`src/rtl/core/lhfm_pkg.sv`:
```
// Link health / failover monitor: shared types, codes and the status judge.
// No dependencies; used by the top level and by its checker.
`default_nettype none

package lhfm_pkg;

  // action codes
  localparam logic [1:0] ACT_CFG  = 2'd0;
  localparam logic [1:0] ACT_UPD  = 2'd1;
  localparam logic [1:0] ACT_FAIL = 2'd2;

  // link status codes
  localparam logic [1:0] ST_HEALTHY  = 2'd0;
  localparam logic [1:0] ST_DEGRADED = 2'd1;
  localparam logic [1:0] ST_LOST     = 2'd2;

  // result kinds
  localparam logic KIND_REPORT = 1'b0;
  localparam logic KIND_EVENT  = 1'b1;

  // configuration register indexes
  localparam int CFG_IDX_W  = 3;
  localparam int CFG_DATA_W = 16;
  localparam logic [CFG_IDX_W-1:0] REG_LOST_LOSS = 3'd0;
  localparam logic [CFG_IDX_W-1:0] REG_LOST_RSSI = 3'd1;
  localparam logic [CFG_IDX_W-1:0] REG_DEG_LOSS  = 3'd2;
  localparam logic [CFG_IDX_W-1:0] REG_DEG_RSSI  = 3'd3;
  localparam logic [CFG_IDX_W-1:0] REG_DEG_LAT   = 3'd4;

  // event cap per failover request
  localparam int MAX_RESULTS = 8;
  localparam int RES_CNT_W   = 4;

  // metric values a slot holds after reset or configure
  localparam logic signed [11:0] RST_RSSI = -12'sd700;
  localparam logic [9:0]         RST_LOSS = 10'd0;
  localparam logic [15:0]        RST_LAT  = 16'd20;

  typedef struct packed {
    logic [1:0]         action;
    logic [2:0]         slot_index;
    logic [1:0]         link_class;
    logic [7:0]         link_priority;
    logic               start_active;
    logic signed [11:0] rssi_tenths;
    logic [9:0]         loss_tenths;
    logic [15:0]        latency_ms;
  } in_item_t;

  typedef struct packed {
    logic       result_kind;
    logic [2:0] link_slot;
    logic [1:0] link_status;
    logic       backup_found;
    logic [2:0] backup_slot;
    logic       last_result;
  } out_item_t;

  typedef struct packed {
    logic [9:0]         lost_loss;
    logic signed [11:0] lost_rssi;
    logic [9:0]         deg_loss;
    logic signed [11:0] deg_rssi;
    logic [15:0]        deg_lat;
  } limits_t;

  function automatic logic [1:0] judge(input logic [11:0] rssi, input logic [9:0] loss,
                                       input logic [15:0] lat, input limits_t lim);
    logic [1:0] st;
    if (loss > lim.lost_loss || $signed(rssi) < $signed(lim.lost_rssi)) begin
      st = ST_LOST;
    end else if (loss > lim.deg_loss || $signed(rssi) < $signed(lim.deg_rssi) ||
                 lat > lim.deg_lat) begin
      st = ST_DEGRADED;
    end else begin
      st = ST_HEALTHY;
    end
    return st;
  endfunction

endpackage

`default_nettype wire

```
`src/rtl/core/link_health_failover_monitor.sv`:
```
// Link health / failover monitor top level: slot table, scan sequencer, result register.
// Depends on lhfm_pkg and lhfm_ram.
`default_nettype none

// Usage
//   Input channel (in_valid / in_stall / in_data) takes one request at a time:
//   configure a slot, update its metrics, or run a failover scan.
//   Output channel (out_valid / out_stall / out_data) gives result items
//   from a single output register; last_result marks the final one of a
//   request. A request that yields nothing (scan with no failed slot,
//   unused action) gives no result.
//   Config port (cfg_valid / cfg_ready / cfg_index / cfg_data) writes the
//   five limit registers; cfg_ready is always high, write only when idle.
// Sequence
//   configure: the slot word is written at accept and the report goes
//   out from S_PUSH; update: read, modify, write of the slot word in
//   S_UPD, then S_PUSH. failover: slots are checked one at a time, and each
//   failed slot costs a full pass over the table to find its backup, as
//   the table RAM has one read port. The next request is taken once the
//   block is back in S_IDLE.
// Reset clears per-slot valid bits, so there is no clearing pass; an
// unwritten slot reads as its reset contents. A stalled receiver holds the
// output register and the sequencer waits before loading the next result.

module link_health_failover_monitor #(
  parameter int NUM_SLOTS     = 8,
  parameter int PRIORITY_BITS = 8
) (
  input  logic                               clk,
  input  logic                               rst,
  input  logic                               in_valid,
  output logic                               in_stall,
  input  lhfm_pkg::in_item_t                 in_data,
  output logic                               out_valid,
  input  logic                               out_stall,
  output lhfm_pkg::out_item_t                out_data,
  input  logic                               cfg_valid,
  output logic                               cfg_ready,
  input  logic [lhfm_pkg::CFG_IDX_W-1:0]     cfg_index,
  input  logic [lhfm_pkg::CFG_DATA_W-1:0]    cfg_data
);

  localparam int AW = $clog2(NUM_SLOTS);
  localparam int CW = $clog2(NUM_SLOTS + 1);

  // one table word per slot
  typedef struct packed {
    logic                     present;
    logic [1:0]               cls;
    logic [PRIORITY_BITS-1:0] prio;
    logic                     active;
    logic signed [11:0]       rssi;
    logic [9:0]               loss;
    logic [15:0]              lat;
  } rec_t;

  localparam int REC_W = $bits(rec_t);

  localparam rec_t RESET_REC = '{
    present: 1'b0,
    cls:     2'd0,
    prio:    PRIORITY_BITS'(1),
    active:  1'b0,
    rssi:    lhfm_pkg::RST_RSSI,
    loss:    lhfm_pkg::RST_LOSS,
    lat:     lhfm_pkg::RST_LAT
  };

  typedef enum logic [7:0] {
    S_IDLE  = 8'b0000_0001,
    S_UPD   = 8'b0000_0010,
    S_PUSH  = 8'b0000_0100,
    S_CHK   = 8'b0000_1000,
    S_INNER = 8'b0001_0000,
    S_ACT   = 8'b0010_0000,
    S_EVENT = 8'b0100_0000,
    S_FIN   = 8'b1000_0000
  } state_t;

  state_t state;

  lhfm_pkg::limits_t   lim;
  lhfm_pkg::in_item_t  item;
  lhfm_pkg::out_item_t res;      // report to send, or pending scan event
  lhfm_pkg::out_item_t ev;
  lhfm_pkg::out_item_t out_word;
  logic                have_pend;

  logic [AW-1:0]                    scan_s;
  logic [lhfm_pkg::RES_CNT_W-1:0]   n_res;
  logic [CW-1:0]                    issue_cnt;
  logic [1:0]                       failed_cls;
  logic                             found;
  logic [AW-1:0]                    best_idx;
  rec_t                             best_rec;

  logic [NUM_SLOTS-1:0] valid_bits;
  logic [AW-1:0]        rd_addr_q;
  logic                 rd_valid_q;

  // RAM ports
  logic             ram_we;
  logic [AW-1:0]    ram_waddr;
  logic [REC_W-1:0] ram_wdata;
  logic [AW-1:0]    ram_raddr;
  logic [REC_W-1:0] ram_rdata;

  rec_t       rd_rec;
  rec_t       cfg_rec;
  rec_t       upd_rec;
  rec_t       off_rec;
  rec_t       on_rec;
  logic [1:0] rd_st;

  logic          in_acc;
  logic          in_inr;
  logic          item_inr;
  logic [AW-1:0] in_addr;
  logic [AW-1:0] item_addr;
  logic          scan_last;
  logic          inner_last;
  logic          issue_more;
  logic          rd_fail;
  logic          cand_better;
  logic          out_free;
  logic          out_load;

  lhfm_ram #(
    .WIDTH (REC_W),
    .DEPTH (NUM_SLOTS)
  ) u_table (
    .clk   (clk),
    .we    (ram_we),
    .waddr (ram_waddr),
    .wdata (ram_wdata),
    .raddr (ram_raddr),
    .rdata (ram_rdata)
  );

  assign in_stall  = (state != S_IDLE);
  assign cfg_ready = 1'b1;
  assign in_acc    = in_valid && !in_stall;
  assign out_free  = !out_valid || !out_stall;

  // output register takes a report, or the held-back event once a newer one exists or the scan ends
  assign out_load  = out_free && ((state == S_PUSH) ||
                                  (have_pend && (state == S_EVENT || state == S_FIN)));

  assign in_inr    = (32'(in_data.slot_index) < NUM_SLOTS);
  assign item_inr  = (32'(item.slot_index) < NUM_SLOTS);
  assign in_addr   = AW'(in_data.slot_index);
  assign item_addr = AW'(item.slot_index);

  assign scan_last  = (scan_s == AW'(NUM_SLOTS - 1));
  assign inner_last = (rd_addr_q == AW'(NUM_SLOTS - 1));
  assign issue_more = (issue_cnt < CW'(NUM_SLOTS));

  // never-written slots read as their reset contents
  assign rd_rec = rd_valid_q ? rec_t'(ram_rdata) : RESET_REC;
  assign rd_st  = lhfm_pkg::judge(rd_rec.rssi, rd_rec.loss, rd_rec.lat, lim);

  assign rd_fail     = rd_rec.present && rd_rec.active && (rd_st == lhfm_pkg::ST_LOST);
  assign cand_better = rd_rec.present && (rd_rec.cls == failed_cls) &&
                       (rd_st != lhfm_pkg::ST_LOST) &&
                       (!found || (rd_rec.prio > best_rec.prio));

  // final event of a scan carries last_result
  always_comb begin
    out_word = res;
    if (state == S_FIN) begin
      out_word.last_result = 1'b1;
    end
  end

  // candidate write words
  always_comb begin
    cfg_rec         = RESET_REC;
    cfg_rec.present = 1'b1;
    cfg_rec.cls     = in_data.link_class;
    cfg_rec.prio    = PRIORITY_BITS'(in_data.link_priority);
    cfg_rec.active  = in_data.start_active;

    upd_rec      = rd_rec;
    upd_rec.rssi = item.rssi_tenths;
    upd_rec.loss = item.loss_tenths;
    upd_rec.lat  = item.latency_ms;

    off_rec        = rd_rec;
    off_rec.active = 1'b0;

    on_rec        = best_rec;
    on_rec.active = 1'b1;
  end

  // table port control
  always_comb begin
    ram_we    = 1'b0;
    ram_waddr = '0;
    ram_wdata = '0;
    ram_raddr = '0;
    unique case (state)
      S_IDLE: begin
        if (in_acc && in_data.action == lhfm_pkg::ACT_CFG && in_inr) begin
          ram_we    = 1'b1;
          ram_waddr = in_addr;
          ram_wdata = REC_W'(cfg_rec);
        end
        if (in_acc && in_data.action == lhfm_pkg::ACT_UPD) begin
          ram_raddr = in_addr;
        end
      end
      S_UPD: begin
        if (item_inr) begin
          ram_we    = 1'b1;
          ram_waddr = item_addr;
          ram_wdata = REC_W'(upd_rec);
        end
      end
      S_CHK: begin
        if (rd_fail) begin
          // deactivate the failed slot, start the backup search at slot 0
          ram_we    = 1'b1;
          ram_waddr = scan_s;
          ram_wdata = REC_W'(off_rec);
        end else if (!scan_last) begin
          ram_raddr = scan_s + AW'(1);
        end
      end
      S_INNER: begin
        if (issue_more) begin
          ram_raddr = AW'(issue_cnt);
        end
      end
      S_ACT: begin
        if (found) begin
          ram_we    = 1'b1;
          ram_waddr = best_idx;
          ram_wdata = REC_W'(on_rec);
        end
      end
      S_EVENT: begin
        // reissued each cycle while waiting; harmless
        if (!scan_last) begin
          ram_raddr = scan_s + AW'(1);
        end
      end
      S_PUSH, S_FIN: begin
      end
      default: begin
      end
    endcase
  end

  // configuration registers
  always_ff @(posedge clk) begin
    if (rst) begin
      lim.lost_loss <= 10'd500;
      lim.lost_rssi <= -12'sd900;
      lim.deg_loss  <= 10'd100;
      lim.deg_rssi  <= -12'sd800;
      lim.deg_lat   <= 16'd200;
    end else if (cfg_valid && cfg_ready) begin
      unique case (cfg_index)
        lhfm_pkg::REG_LOST_LOSS: lim.lost_loss <= cfg_data[9:0];
        lhfm_pkg::REG_LOST_RSSI: lim.lost_rssi <= cfg_data[11:0];
        lhfm_pkg::REG_DEG_LOSS:  lim.deg_loss  <= cfg_data[9:0];
        lhfm_pkg::REG_DEG_RSSI:  lim.deg_rssi  <= cfg_data[11:0];
        lhfm_pkg::REG_DEG_LAT:   lim.deg_lat   <= cfg_data[15:0];
        default: begin
        end
      endcase
    end
  end

  // read tracking: valid bit sampled with the read so a same-cycle write
  // does not change what the data word means
  always_ff @(posedge clk) begin
    rd_addr_q  <= ram_raddr;
    rd_valid_q <= valid_bits[ram_raddr];
  end

  // output register
  always_ff @(posedge clk) begin
    if (rst) begin
      out_valid <= 1'b0;
    end else if (out_load) begin
      out_valid <= 1'b1;
    end else if (!out_stall) begin
      out_valid <= 1'b0;
    end
    if (out_load) begin
      out_data <= out_word;
    end
  end

  // sequencer
  always_ff @(posedge clk) begin
    if (rst) begin
      state      <= S_IDLE;
      valid_bits <= '0;
      have_pend  <= 1'b0;
      found      <= 1'b0;
      n_res      <= '0;
    end else begin
      if (ram_we) begin
        valid_bits[ram_waddr] <= 1'b1;
      end

      unique case (state)
        S_IDLE: begin
          if (in_acc) begin
            item <= in_data;
            unique case (in_data.action)
              lhfm_pkg::ACT_CFG: begin
                res.result_kind  <= lhfm_pkg::KIND_REPORT;
                res.link_slot    <= in_data.slot_index;
                res.link_status  <= lhfm_pkg::judge(lhfm_pkg::RST_RSSI, lhfm_pkg::RST_LOSS,
                                                     lhfm_pkg::RST_LAT, lim);
                res.backup_found <= 1'b0;
                res.backup_slot  <= 3'd0;
                res.last_result  <= 1'b1;
                state            <= S_PUSH;
              end
              lhfm_pkg::ACT_UPD: begin
                state <= S_UPD;
              end
              lhfm_pkg::ACT_FAIL: begin
                scan_s    <= '0;
                n_res     <= '0;
                have_pend <= 1'b0;
                state     <= S_CHK;
              end
              default: begin
              end
            endcase
          end
        end

        S_UPD: begin
          res.result_kind  <= lhfm_pkg::KIND_REPORT;
          res.link_slot    <= item.slot_index;
          res.link_status  <= lhfm_pkg::judge(item.rssi_tenths, item.loss_tenths,
                                               item.latency_ms, lim);
          res.backup_found <= 1'b0;
          res.backup_slot  <= 3'd0;
          res.last_result  <= 1'b1;
          state            <= S_PUSH;
        end

        S_PUSH: begin
          if (out_free) begin
            state <= S_IDLE;
          end
        end

        S_CHK: begin
          if (rd_fail) begin
            failed_cls <= rd_rec.cls;
            found      <= 1'b0;
            issue_cnt  <= CW'(1);
            state      <= S_INNER;
          end else if (scan_last) begin
            state <= S_FIN;
          end else begin
            scan_s <= scan_s + AW'(1);
          end
        end

        S_INNER: begin
          if (issue_more) begin
            issue_cnt <= issue_cnt + CW'(1);
          end
          // strict compare keeps the lowest index on ties
          if (cand_better) begin
            found    <= 1'b1;
            best_idx <= rd_addr_q;
            best_rec <= rd_rec;
          end
          if (inner_last) begin
            state <= S_ACT;
          end
        end

        S_ACT: begin
          ev.result_kind  <= lhfm_pkg::KIND_EVENT;
          ev.link_slot    <= 3'(scan_s);
          ev.link_status  <= lhfm_pkg::ST_LOST;
          ev.backup_found <= found;
          ev.backup_slot  <= found ? 3'(best_idx) : 3'd0;
          ev.last_result  <= 1'b0;
          state           <= S_EVENT;
        end

        S_EVENT: begin
          // hold one event back so the final one can carry last_result
          if (!have_pend || out_free) begin
            res       <= ev;
            have_pend <= 1'b1;
            n_res     <= n_res + lhfm_pkg::RES_CNT_W'(1);
            if (n_res == lhfm_pkg::RES_CNT_W'(lhfm_pkg::MAX_RESULTS - 1) || scan_last) begin
              state <= S_FIN;
            end else begin
              scan_s <= scan_s + AW'(1);
              state  <= S_CHK;
            end
          end
        end

        S_FIN: begin
          if (!have_pend) begin
            state <= S_IDLE;
          end else if (out_free) begin
            have_pend <= 1'b0;
            state     <= S_IDLE;
          end
        end

        default: begin
          state <= S_IDLE;
        end
      endcase
    end
  end

endmodule

`default_nettype wire

```
`src/rtl/core/lhfm_ram.sv`:
```
// Generic single-write, single-read RAM with registered read data.
// No dependencies.
`default_nettype none

module lhfm_ram #(
  parameter int WIDTH = 8,
  parameter int DEPTH = 8
) (
  input  logic                     clk,
  input  logic                     we,
  input  logic [$clog2(DEPTH)-1:0] waddr,
  input  logic [WIDTH-1:0]         wdata,
  input  logic [$clog2(DEPTH)-1:0] raddr,
  output logic [WIDTH-1:0]         rdata
);

  logic [WIDTH-1:0] mem [DEPTH];

  // read returns the old word on a same-address write
  always_ff @(posedge clk) begin
    if (we) begin
      mem[waddr] <= wdata;
    end
    rdata <= mem[raddr];
  end

endmodule

`default_nettype wire

```
`config.mk`:
```
export PLATFORM = sky130hd
export DESIGN_NAME = link_health_failover_monitor
export DESIGN_NICKNAME = d
export VERILOG_FILES = /design/src/rtl/core/lhfm_pkg.sv /design/src/rtl/core/link_health_failover_monitor.sv /design/src/rtl/core/lhfm_ram.sv
export SDC_FILE = /design/constraint.sdc
export NUM_CORES = 1
export LEC_CHECK = 0
export BUFFER_PORTS_ARGS = -buffer_cell sky130_fd_sc_hd__buf_4
export CAP_MARGIN = 30
export CORE_MARGIN = 1
export CORE_UTILIZATION = 53
export CTS_CLUSTER_DIAMETER = 100
export DETAILED_ROUTE_END_ITERATION = 7
export PLACE_DENSITY = 0.7
export RECOVER_POWER = 25
export SLEW_MARGIN = 20
export SYNTH_ARGS = -nofsm -noshare
export SYNTH_HDL_FRONTEND = slang
export SYNTH_SLANG_ARGS = --single-unit
```
`constraint.sdc`:
```
create_clock -name clk -period 11.13 [get_ports clk]
set_input_delay 1.113 -clock clk [delete_from_list [all_inputs] [get_ports clk]]
set_output_delay 1.113 -clock clk [all_outputs]
set_load 0.005 [all_outputs]
```
* Word level (Yosys, flattened, before mapping)
Memory sizes are Yosys's and may differ from the RTL's. A register that Yosys moved wholly into a read port is not among the register bits. Index checks and enable logic that the tools add are counted.
Operators by class: add/subtract/negate cells 3, order comparisons 20, equal/unequal tests 35, reductions and logical operators 54, muxes and demuxes 69, bitwise gates (word level) 2
Operators with widths (number):
- $mux 50 | 4
- $pmux 50 s4 | 1
- $mux 8 | 8
- $pmux 8 s8 | 1
- $lt 12x12->1 | 4
- $gt 10x10->1 | 4
- $mux 3 | 13
- $mux 11 | 3
- $pmux 11 s3 | 1
- $gt 16x16->1 | 2
- $lt 11x12->1 const A | 2
- $pmux 3 s4 | 2
- $pmux 8 s3 | 1
- $gt 1x10->1 const A | 2
- $mux 4 | 5
- $ne 2x2->1 const B | 10
- $mux 1 | 19
- $gt 5x16->1 const A | 1
- $pmux 4 s2 | 2
- $logic_or 1x1->1 | 15
- $reduce_and 2->1 | 6
- $reduce_and 3->1 | 4
- $reduce_and 4->1 | 3
- $logic_and 1x1->1 | 11
- other kinds (41) | 59
Word-level totals: output and inout port bits 14, memories kept 1, bits in registers 218, RAM bits 400
Memories:
- u_table.mem | words 8, bits a word 50, read ports 1, clocked after memory_dff 1, write ports 1, RTL line lhfm_ram.sv:17 | logic [WIDTH-1:0] mem [DEPTH];

* Longest topological paths before layout
depth in word-level cells 15, gate-level depth with buffers 17, mapped depth without buffers 12

* Modules after synthesis
A second synthesis with hierarchy kept.
Unflattened totals: cell total of the unflattened synthesis 1799, area, all modules 27832.9 µm²
Modules (own cells, without submodules):
- lhfm_ram | cells an instance 641, area each 16450.8 µm², times used 1
- link_health_failover_monitor | cells an instance 1158, area each 11382.2 µm², times used 1

* Worst setup path after synthesis
OpenSTA, ideal clock, no wires.
kind register to register, start point register rd_valid_q, end point register best_idx[0], enable pin, clock period less this slack 8.526 ns, arrival 7.902 ns, slack 2.604 ns, data required time 10.506 ns, cell stages (with the launch flop) 13, path buffers 3, cells stage by stage dfxtp_1 -> buf_4 -> clkbuf_1 -> clkbuf_1 -> and2_1 -> ha_1 -> nand4_1 -> nor3b_1 -> nand3_1 -> a21bo_2 -> o31a_1 -> nand2_1 -> a2111oi_0
RTL lines:
- from (decl) | RTL line link_health_failover_monitor.sv:99 | logic rd_valid_q;
- from (signal assigned) | RTL line link_health_failover_monitor.sv:279 | rd_valid_q <= valid_bits[ram_raddr];
- to (signal assigned) | RTL line link_health_failover_monitor.sv:376 | best_idx <= rd_addr_q;
- to (decl) | RTL line link_health_failover_monitor.sv:94 | logic [AW-1:0] best_idx;

==> impl_results.md <==
* Die Y-Extent at 206 um
* Final #Nets at 1929
* Total die area at 0.0425 mm2
* Post-route ant nets at 0
* FF+latch area at 0.0140 mm2
* Multi-input gate area at 0.00732 mm2
* Layout cell share with drive strength beyond 1 at 15.0%
* Worst-path cell chain: clkbuf_1 > nand2b_1 > ha_1 > and4_1 > o2111ai_1 > a21oi_1 > o31a_1 > nor3_2 > a221oi_2 > o311ai_0 > inv_1 > buf_4
* Pwr Density at 181 mW/mm2
* Syn-to-layout area delta at 12.6%
* Finish-stage setup viols at 0
* RSZ-0062 raised after global routing: false
* Leakage power at 9.90 nW
* CP max FO at 34
* Pwr Total at 4.51 mW
* Crit share post-route at 49.8%
* Post-route setup TNS at 0 ns
* Synth cell types at 82
* Synth Register Bits at 508
* Area leader, netlist: edfxtp_1
* Minimum clock period at 5.55 ns
* Vias in the first global route at 13.6k
* Starting Density at 53.9%
* DR iter-0 viols at 1108
* DR pass1 iterations at 8
* Vias per cell at 5.82
* Hold Crit Class: flop to flop
* Syn nets at 1840
* FILL cells at 3144
* Synth Instances at 1671
* Post-route cell area at 0.0249 mm2
* Num CTS Buffers at 51
* Root buffer cell: clkbuf_16
* Kind of end point of the critical path: flop
* Rows at 74
* Critical Path Source: rd_valid_q$_DFF_P_
* CP Data Arrival Time at 5.77 ns
* DRC errors left at 24
* CTS resizes at 0
* HPWL after detailed placement at 30700 um
* Largest net degree at the start of global routing at 109
* Worst-path clk slew at 0.06 ns
* Via Count at 13.6k
* Initial antenna violation count at 0
* Top-count cell post-synth: edfxtp_1
* Crit Path Category: flop to flop
* R2R Path Start: rd_valid_q$_DFF_P_
* Max cap viols at 2
* GRT overflow at 0
* Final Routed Wirelength at 49200 um
* Crit path buf inv count at 3
* Worst hold slack at 0.416 ns
* Die Wd at 206 um
* Violated checks: design-rule violations, max-capacitance violations, max-slew violations
* Worst path top cell family by delay: compound AO/OA/AOI/OAI gates
* TritonCTS clock tree: yes
* Number of port buffers at 90
* Post-synth EDFFs at 387
* # IOs at 92
* H-tree depth at 2
* Fin. Hold Viols at 0
* CTS Buffer Depth at 3
* Startpoint Class: flop
* Commonest cells in the synthesized netlist: edfxtp_1 (387), nand2_1 (179), dfxtp_1 (121)
* Critical Path RT at 11.35 ns
* Area after DPL at 0.0233 mm2
* Cts hold-fix bufs at 0
* Synth async-reset ratio at 0%
* Clk_lat worst skew at 0.59 ns
* Total core area at 0.0410 mm2
* Sequential-to-total area share from yosys stat at 63.5%
* Post-CTS Setup Repair Bufs at 0
* HP Start: out_word[2]$_DFFE_PP_
* Worst Max-Slew Pin Slew at 2.31 ns
* Max_slew headroom at -54.1%
* GRT Overall Usage at 23.5%
* Syn Area/Cell at 13.2 um2
* Worst path slowest cell: a221oi_2
* Slew Viols, Final at 81
* Synth top area cells: edfxtp_1 (53%), dfxtp_1 (11%), ha_1 (5.1%), mux2i_1 (5.0%), a211oi_2 (3.3%)
* Gp weighted congestion at 0.907
* First-pass GRT wire length at 75800 um
* WL/cell at 21.1 um
* Antenna cell count at 0
* Fin Clk Skew at 0.0188 ns
* CP max stage delay at 0.89 ns
* Synth Flop Type: edfxtp_1
* Synthesized area at 0.0221 mm2
* Yosys warns at 0
* F_max at 0.180 GHz
* VDD IR max at 0.0000990 V
* Outcome: finished with violations
* Share of Yosys cell area claimed by the top area cell type at 52.5%
* Clock tree sinks at 508
## layer usage
metal / wire length, um / vias up / track usage (%)
met2: 23700 / 387 / 39.4
met4: 1120 / 0 / 7.90
li1: - / 6399 / -
met5: 0 / - / 0
met1: 21600 / 6731 / 31.4
met3: 2760 / 67 / 3.06
## sequential cells by signal (all words and copies together), names as in the netlist, 8 cells and up
name / cells
valid_bits: 8
state: 8
out_word: 10
u_table.rdata: 34
item: 38
out_data: 11
u_table.mem: 272
best_rec: 33
lim: 60
## cells in the final DEF (no fill, tap or decap), types with 6 or more instances in the layout
master / n
edfxtp_1: 387
nand2_1: 179
dfxtp_1: 121
mux2i_1: 110
ha_1: 91
inv_1: 90
a21oi_1: 77
a211oi_2: 59
nor2_1: 54
buf_4: 53
clkbuf_16: 52
clkbuf_4: 42
o21ai_0: 37
and2_1: 37
a22o_1: 36
a22oi_1: 33
clkbuf_1: 29
and2_0: 28
nand2b_1: 19
a21o_1: 19
a211o_1: 17
nand3_1: 16
nor3_1: 13
nand3b_1: 12
a211oi_1: 11
a31oi_1: 11
clkinv_2: 11
nor2b_1: 10
nand4_1: 9
clkbuf_8: 8
nor3b_1: 6
and3_1: 6
a221oi_1: 6
## area by class of cell
cell class | instances | area share, %
Sequential cell | 508 | 56.4
Multi-Input combinational cell | 993 | 29.4
Clock buffer | 71 | 5.83
Timing Repair Buffer | 115 | 3.24
Tap cell | 532 | 2.67
Inverter | 91 | 1.37
Clock inverter | 24 | 1.09
## kinds of logic (layout without fill, tap and decap cells)
logic type | count (synthesis) | after routing | share of synthesized area, %
flip-flops | 508 | 508 | 63.5
AND/OR/NAND/NOR | 423 | 423 | 9.56
AO/OA/AOI/OAI | 361 | 361 | 12.9
buffers and inverters | 170 | 301 | 3.56
multiplexers | 111 | 111 | 5.03
adder cells (fa/ha/maj) | 91 | 91 | 5.15
XOR/XNOR | 6 | 6 | 0.238
other | 1 | 1 | 0.0170
## power by group
group          internal, mW  leakage (nW)  switching, mW
registers              2.15          4.72         0.0609
logic                 0.210          4.33          0.338
clock network          1.03         0.848          0.718
total                  3.39          9.90           1.12
## final timing paths
check                                      end  slack [ns]  depth (start not counted)
setup / recovery  u_table.mem[4][22]$_DFFE_PP_        5.58                         12
hold / removal           out_data[2]$_DFFE_PP_        0.42                          0
setup reg to reg  u_table.mem[4][22]$_DFFE_PP_        5.58                         12
hold reg to reg          out_data[2]$_DFFE_PP_        0.42                          0
## through the flow
stage	std cells	utilization [%]	setup slack, ns
floorplan	1671	-	2.60
CTS	2334	60.9	6.25
finish	2334	60.7	5.58
global route	2334	60.7	5.25
detailed placement	2239	56.7	6.25
global placement	2238	56.7	6.43
Power figures use the tool's default switching activity.
